$ cat config.mk
export PLATFORM = sky130hd
export DESIGN_NAME = dlf_act
export DESIGN_NICKNAME = d
export VERILOG_FILES = /design/src/design/dlf_pkg.sv /design/src/design/dlf_act.sv
export SDC_FILE = /design/constraint.sdc
export NUM_CORES = 2
export LEC_CHECK = 0
export ABC_AREA = 1
export BUFFER_PORTS_ARGS = -buffer_cell sky130_fd_sc_hd__buf_2
export CAP_MARGIN = 0
export CORE_UTILIZATION = 40
export DETAILED_ROUTE_END_ITERATION = 6
export GPL_TIMING_DRIVEN = 0
export PLACE_DENSITY = 0.66
export SLEW_MARGIN = 20
export SYNTH_ARGS = -nofsm -noshare
export SYNTH_HDL_FRONTEND = slang
export SYNTH_SLANG_ARGS = --single-unit
export TNS_END_PERCENT = 50
$ cat constraint.sdc
create_clock -name clk -period 13.8 [get_ports clk]
set_input_delay 0.69 -clock clk [delete_from_list [all_inputs] [get_ports clk]]
set_output_delay 0.69 -clock clk [all_outputs]
set_load 0.05 [all_outputs]
$ cat src/design/dlf_pkg.sv
// Package for the dense layer: formats, codes, state types and activation tables.
package dlf_pkg;

    localparam int DW          = 16;
    localparam int VW          = 28;
    localparam int MW          = 51;
    localparam int TDATA_IN_W  = 32;
    localparam int TDATA_OUT_W = 40;
    localparam int PADDR_W     = 4;

    localparam logic [5:0] DIV1_LAST = 6'd24;
    localparam logic [5:0] DIV2_LAST = 6'd40;

    typedef enum logic [1:0] {
        CMD_WEIGHT = 2'd0,
        CMD_INPUT  = 2'd1,
        CMD_RERUN  = 2'd2
    } cmd_t;

    typedef enum logic [2:0] {
        MODE_SIGMOID  = 3'd0,
        MODE_RELU     = 3'd1,
        MODE_TANH     = 3'd2,
        MODE_IDENTITY = 3'd3,
        MODE_THRESH   = 3'd4,
        MODE_LEAKY    = 3'd5,
        MODE_SOFTPLUS = 3'd6,
        MODE_ATAN     = 3'd7
    } act_mode_t;

    typedef enum logic [1:0] {
        REG_MODE    = 2'd0,
        REG_INPUTS  = 2'd1,
        REG_NEURONS = 2'd2
    } reg_idx_t;

    typedef enum logic [2:0] {
        ST_IDLE,
        ST_MAC,
        ST_DRAIN,
        ST_START,
        ST_ACT,
        ST_OUT
    } seq_state_t;

    typedef enum logic [3:0] {
        ACT_IDLE,
        ACT_LOOK,
        ACT_MUL,
        ACT_FIN,
        ACT_SQ,
        ACT_CUBE,
        ACT_DIV1,
        ACT_DIV2,
        ACT_ATAN,
        ACT_DONE
    } act_state_t;

    typedef struct packed {
        logic rd_en;
        logic rd_bias;
        logic clr;
    } mac_ctrl_t;

    typedef struct packed {
        logic      start;
        act_mode_t mode;
    } act_req_t;

    function automatic logic signed [17:0] tab_val(input act_mode_t mode, input logic [4:0] idx);
        logic signed [17:0] v;
        v = '0;
        if (mode == MODE_SOFTPLUS)
        begin
            case (idx)
                5'd0:  v = 18'sd45426;
                5'd1:  v = 18'sd31069;
                5'd2:  v = 18'sd20530;
                5'd3:  v = 18'sd13200;
                5'd4:  v = 18'sd8318;
                5'd5:  v = 18'sd5170;
                5'd6:  v = 18'sd3184;
                5'd7:  v = 18'sd1950;
                5'd8:  v = 18'sd1189;
                5'd9:  v = 18'sd724;
                5'd10: v = 18'sd440;
                5'd11: v = 18'sd267;
                5'd12: v = 18'sd162;
                5'd13: v = 18'sd98;
                5'd14: v = 18'sd60;
                5'd15: v = 18'sd36;
                default: v = 18'sd22;
            endcase
        end
        else if (mode == MODE_ATAN)
        begin
            case (idx)
                5'd0:  v = 18'sd0;
                5'd1:  v = 18'sd30386;
                5'd2:  v = 18'sd51472;
                5'd3:  v = 18'sd64408;
                5'd4:  v = 18'sd72558;
                5'd5:  v = 18'sd78007;
                5'd6:  v = 18'sd81857;
                5'd7:  v = 18'sd84705;
                5'd8:  v = 18'sd86889;
                5'd9:  v = 18'sd88613;
                5'd10: v = 18'sd90007;
                5'd11: v = 18'sd91157;
                5'd12: v = 18'sd92121;
                5'd13: v = 18'sd92940;
                5'd14: v = 18'sd93644;
                5'd15: v = 18'sd94257;
                default: v = 18'sd94794;
            endcase
        end
        else
        begin
            case (idx)
                5'd0:  v = 18'sd32768;
                5'd1:  v = 18'sd40793;
                5'd2:  v = 18'sd47911;
                5'd3:  v = 18'sd53581;
                5'd4:  v = 18'sd57724;
                5'd5:  v = 18'sd60565;
                5'd6:  v = 18'sd62428;
                5'd7:  v = 18'sd63615;
                5'd8:  v = 18'sd64357;
                5'd9:  v = 18'sd64816;
                5'd10: v = 18'sd65097;
                5'd11: v = 18'sd65269;
                5'd12: v = 18'sd65374;
                5'd13: v = 18'sd65437;
                5'd14: v = 18'sd65476;
                5'd15: v = 18'sd65500;
                default: v = 18'sd65513;
            endcase
        end
        return v;
    endfunction

    // Q.16 to Q7.8, round half up
    function automatic logic signed [VW-1:0] rnd_q16(input logic signed [VW-1:0] v);
        return (v + VW'(128)) >>> 8;
    endfunction

    function automatic logic signed [DW-1:0] sat_dw(input logic signed [VW-1:0] v);
        logic signed [DW-1:0] r;
        if (v > VW'(32767))
            r = 16'sh7fff;
        else if (v < -VW'(32768))
            r = 16'sh8000;
        else
            r = v[DW-1:0];
        return r;
    endfunction

endpackage

$ cat src/design/dlf_act.sv
// Activation unit: table interpolation, shared multiplier and serial divider.
module dlf_act
    import dlf_pkg::*;
(
    input  logic                 clk,
    input  logic                 rst_n,
    input  act_req_t             req,
    input  logic signed [DW-1:0] z,
    output logic                 done,
    output logic signed [DW-1:0] result
);

    act_state_t           state_reg, state_next;
    logic signed [DW-1:0] z_reg;
    act_mode_t            mode_reg;
    logic                 neg_reg;
    logic [16:0]          a_reg;
    logic signed [17:0]   t0_reg;
    logic signed [17:0]   d_reg;
    logic [6:0]           f_reg;
    logic signed [MW-1:0] prod_reg;
    logic [MW-1:0]        rem_reg;
    logic [MW-1:0]        den_reg;
    logic [24:0]          quo_reg;
    logic [14:0]          q1_reg;
    logic [5:0]           cnt_reg;
    logic signed [DW-1:0] result_reg;

    logic signed [17:0]   x;
    logic [16:0]          a;
    logic                 big;
    logic signed [17:0]   t0_l;
    logic signed [17:0]   d_l;
    logic signed [32:0]   mul_a;
    logic signed [17:0]   mul_b;
    logic signed [MW-1:0] prod;
    logic [MW-1:0]        r2;
    logic                 ge;
    logic [MW-1:0]        rem_n;
    logic [24:0]          quo_n;
    logic signed [VW-1:0] t;
    logic signed [VW-1:0] sig;
    logic signed [VW-1:0] v;
    logic signed [VW-1:0] t_at;

    // lookup operands
    always_comb
    begin
        if (mode_reg == MODE_TANH)
            x = {z_reg[DW-1], z_reg, 1'b0};
        else
            x = {{2{z_reg[DW-1]}}, z_reg};
        a    = x[17] ? 17'(-x) : 17'(x);
        big  = (a[16:11] != '0);
        t0_l = tab_val(mode_reg, big ? 5'd16 : {1'b0, a[10:7]});
        d_l  = big ? '0 : (tab_val(mode_reg, {1'b0, a[10:7]} + 5'd1) - t0_l);
    end

    always_comb
    begin
        mul_a = '0;
        mul_b = '0;
        case (state_reg)
            ACT_MUL:
            begin
                if (mode_reg == MODE_LEAKY)
                begin
                    mul_a = 33'(z_reg);
                    mul_b = 18'sd655;
                end
                else
                begin
                    mul_a = 33'(d_reg);
                    mul_b = $signed({11'b0, f_reg});
                end
            end
            ACT_SQ:
            begin
                mul_a = $signed({16'b0, a_reg});
                mul_b = $signed({1'b0, a_reg});
            end
            ACT_CUBE:
            begin
                mul_a = prod_reg[32:0];
                mul_b = $signed({1'b0, a_reg});
            end
            default:
            begin
                mul_a = '0;
                mul_b = '0;
            end
        endcase
        prod = mul_a * mul_b;
    end

    // restoring divide of a power of two, one bit per cycle
    always_comb
    begin
        r2    = {rem_reg[MW-2:0], (cnt_reg == 6'd0)};
        ge    = (r2 >= den_reg);
        rem_n = ge ? (r2 - den_reg) : r2;
        quo_n = {quo_reg[23:0], ge};
    end

    always_comb
    begin
        t    = VW'(t0_reg) + VW'(prod_reg >>> 7);
        sig  = neg_reg ? (VW'(65536) - t) : t;
        t_at = VW'(102944) - $signed({13'b0, q1_reg}) + $signed({3'b0, quo_reg});
        v    = VW'(z_reg);
        case (mode_reg)
            MODE_SIGMOID:  v = rnd_q16(sig);
            MODE_RELU:     v = z_reg[DW-1] ? '0 : VW'(z_reg);
            MODE_TANH:     v = rnd_q16((sig <<< 1) - VW'(65536));
            MODE_IDENTITY: v = VW'(z_reg);
            MODE_THRESH:   v = z_reg[DW-1] ? '0 : VW'(256);
            MODE_LEAKY:    v = z_reg[DW-1] ? VW'((prod_reg + MW'(32768)) >>> 16) : VW'(z_reg);
            MODE_SOFTPLUS: v = rnd_q16(((z_reg > 0) ? (VW'(z_reg) <<< 8) : '0) + t);
            default:       v = rnd_q16(neg_reg ? -t : t);
        endcase
    end

    always_comb
    begin
        state_next = state_reg;
        unique case (state_reg)
            ACT_IDLE: if (req.start) state_next = ACT_LOOK;
            ACT_LOOK: state_next = (mode_reg == MODE_ATAN && big) ? ACT_SQ : ACT_MUL;
            ACT_MUL:  state_next = ACT_FIN;
            ACT_FIN:  state_next = ACT_DONE;
            ACT_SQ:   state_next = ACT_CUBE;
            ACT_CUBE: state_next = ACT_DIV1;
            ACT_DIV1: if (cnt_reg == DIV1_LAST) state_next = ACT_DIV2;
            ACT_DIV2: if (cnt_reg == DIV2_LAST) state_next = ACT_ATAN;
            ACT_ATAN: state_next = ACT_DONE;
            ACT_DONE: state_next = ACT_IDLE;
            default:  state_next = ACT_IDLE;
        endcase
    end

    always_comb
    begin
        done   = (state_reg == ACT_DONE);
        result = result_reg;
    end

    always_ff @(posedge clk or negedge rst_n)
    begin
        if (!rst_n)
            state_reg <= ACT_IDLE;
        else
            state_reg <= state_next;
    end

    always_ff @(posedge clk)
    begin
        case (state_reg)
            ACT_IDLE:
            begin
                z_reg    <= z;
                mode_reg <= req.mode;
            end
            ACT_LOOK:
            begin
                a_reg   <= a;
                neg_reg <= x[17];
                t0_reg  <= t0_l;
                d_reg   <= d_l;
                f_reg   <= big ? 7'd0 : a[6:0];
            end
            ACT_MUL, ACT_SQ:
                prod_reg <= prod;
            ACT_CUBE:
            begin
                prod_reg <= prod;
                rem_reg  <= '0;
                quo_reg  <= '0;
                cnt_reg  <= '0;
                den_reg  <= MW'(a_reg);
            end
            ACT_DIV1:
            begin
                if (cnt_reg == DIV1_LAST)
                begin
                    q1_reg  <= quo_n[14:0];
                    rem_reg <= '0;
                    quo_reg <= '0;
                    cnt_reg <= '0;
                    den_reg <= MW'(prod_reg) + {prod_reg[MW-2:0], 1'b0};
                end
                else
                begin
                    rem_reg <= rem_n;
                    quo_reg <= quo_n;
                    cnt_reg <= cnt_reg + 6'd1;
                end
            end
            ACT_DIV2:
            begin
                rem_reg <= rem_n;
                quo_reg <= quo_n;
                cnt_reg <= cnt_reg + 6'd1;
            end
            ACT_FIN:
                result_reg <= sat_dw(v);
            ACT_ATAN:
                result_reg <= sat_dw(rnd_q16(neg_reg ? -t_at : t_at));
            default:
                result_reg <= result_reg;
        endcase
    end

endmodule

==> impl_metrics.json <==
{
  "status": "complete, no violations",
  "start_util_pct": 40.47,
  "cts_buffers": 37,
  "end_kind": "flip-flop",
  "cts_resized": 0,
  "synth_top_area_share_pct": 22.65,
  "io_buffers": 38,
  "cts_tree": "done",
  "synth-seq-cells": 297,
  "cp-start-kind": "flip-flop",
  "vias": 43992,
  "yosysTopAreaCell": "fa_1",
  "final_cells": 8165,
  "synth.avg_cell_area_um2": 7.442,
  "cts_buffer_depth": 3,
  "yosysWarnings": 0,
  "drc": 0,
  "drv_cap": 0,
  "yosysMostFrequentCell": "nand2_1",
  "grt_max_degree": 52,
  "post_drt_wl_per_cell_um": 19.20,
  "cp_max_fo": 10,
  "hold_viol_final": 0,
  "syn-cell-area_um2": 47910,
  "synthTopCellsByArea": "fa_1 (23%), edfxtp_1 (18%), nand2_1 (10%), inv_1 (9.6%), ha_1 (8.5%)",
  "arrival_ns": 12.16,
  "layout.nets": 7424,
  "ios": 39,
  "fp-row-count": 126,
  "min_period_ns": 11.83,
  "worstMarginPinSlew_ns": 1.176,
  "power_density_nw_per_um2": 194.8,
  "synthTopCellsByCount": "nand2_1 (1317), inv_1 (1229), nor2_1 (706)",
  "dieArea_um2": 121200,
  "max_freq_mhz": 84.51,
  "holdWs_ns": 0.2694,
  "cpMostUsedCell": "inv_1",
  "place_area_um2": 50460,
  "antenna_found_initial": 1,
  "slew_headroom_pct": 21.57,
  "synth_ff_type": "edfxtp_1",
  "clk-insertion-delay-late_ns": 0.60,
  "async_reset_ff_share_pct": 1.347,
  "synth.distinct_cells": 78,
  "netlist_instances": 6438,
  "die_x_um": 348.1,
  "crit_slowest_cell": "nor3_2",
  "post-route-cell-area_um2": 51830,
  "globalplace.congestion": 1.008,
  "required_ns": 14.13,
  "placed_cells": 8095,
  "critPathMaxStageDelay_ns": 0.73,
  "drive_above_1_share_pct": 4.800,
  "p_leak_nw": 23.92,
  "drt_first_iter_violations": 4033,
  "viasPerCell": 5.388,
  "fin_util_pct": 43.78,
  "clock_sinks": 297,
  "cts.htree.levels": 2,
  "fin_worst_skew_ns": 0.04152,
  "rsz0062_at_grt": "no",
  "hpwl_mm": 129.8,
  "synth_edf_count": 293,
  "crit_type": "flip-flop to flip-flop",
  "core_area_um2": 118400,
  "grt_pass1_vias": 42971,
  "hold_class": "input pin to flip-flop",
  "gr-total-overflow": 0,
  "max-vdd-ir-drop_uv": 113.1,
  "chipHeight_um": 348.1,
  "grt_pass1_wl_mm": 242.9,
  "grtUsageTotal_pct": 25.64,
  "finalSetupViolCount": 0,
  "drtPass1Iterations": 6,
  "drv_slew": 0,
  "clkTransAtPathRegs_ns": 0.08,
  "setup_tns_ns": 0,
  "ant_nets": 0,
  "routed_wl_mm": 156.8,
  "synth_seq_area_share_pct": 18.57,
  "cts_root_buf": "clkbuf_16",
  "post-route-period-util_pct": 85.74,
  "area_delta_synth_final_pct": 8.176
}
power breakdown:
part	switching, mW	total, mW	internal [mW]
clock	0.437	1.08	0.647
combinational	5.18	7.32	2.15
sequential	0.287	1.69	1.40
layer usage:
layer	share of wire, %	global-route usage [%]
met2	44	40.72
met1	43	35.02
met5	0	0
met4	4.4	10.21
met3	8.3	3.810
worst paths after layout:
kind,from,to,slack [ns],cells past startpoint
worst max-delay path,state_reg[3],prod_reg[43],1.97,33
worst min-delay path,z[1],z_reg[1],0.27,1
worst max register to register,state_reg[3],prod_reg[43],1.97,33
worst min register to register,quo_reg[9],q1_reg[10],0.50,0
max in group asynchronous,rst_n,state_reg[1],13.10,2
min in group asynchronous,rst_n,state_reg[2],0.55,2
logic make-up (layout without fill, tap and decap cells):
kind of cell	Yosys count	after routing	share of synthesized area [%]
other cells	1	6	0.007826
flops	297	297	18.57
compound gates	1080	1080	12.89
xor+xnor	191	191	3.507
simple gates	2564	2564	22.50
fa+ha+maj	867	867	31.13
buf+inv	1438	1560	11.39
placed cells by master, fill, tap and decap left out, types with 71 or more instances in the layout:
master and n:
nand2_1 1316, inv_1 1229, nor2_1 702, fa_1 542
a21oi_1 435, o21ai_0 350, ha_1 325, edfxtp_1 293
nand3_1 261, clkbuf_1 142, xor2_1 116, xnor2_1 74
nand4_1 71
stage by stage:
step | power [mW] | setup WS, ns
after global placement | 8.700 | 2.311
after CTS | 9.935 | 2.266
after detailed placement | 8.802 | 2.291
final | 10.09 | 1.967
after floorplan | 6.612 | 5.339
after global routing | 10.87 | 1.372
worst max-delay path: cells and delay by family (launching register included):
family | cells | cell delay (ns)
AOI/OAI and AO/OA | 11 | 3.57
xor gates and xnor gates | 1 | 0.17
buffers and inverters | 10 | 2.29
and+or+nand+nor | 4 | 1.64
adders and majority gates | 7 | 3.39
DFF | 1 | 0.45
repair_timing:
| action | in CTS | in global routing |
|---|---|---|
| endpoints found under the hold margin | 4 | 0 |
| buffers inserted | 0 | 0 |
| hold buffers | 1 | 0 |
area by class of cell:
| class | instances | area [um2] |
|---|---|---|
| Fill cell | 11918 | 66560 |
| Multi-Input combinational cell | 4706 | 33690 |
| Sequential cell | 297 | 8899 |
| Inverter | 1263 | 4745 |
| Tap cell | 1600 | 2002 |
| Clock buffer | 39 | 954.7 |
| Buffer | 175 | 711.9 |
| Timing Repair Buffer | 55 | 425.4 |
| Clock inverter | 28 | 397.9 |
| Antenna cell | 2 | 5.005 |
Note: power is estimated with default switching activity, not from simulation.
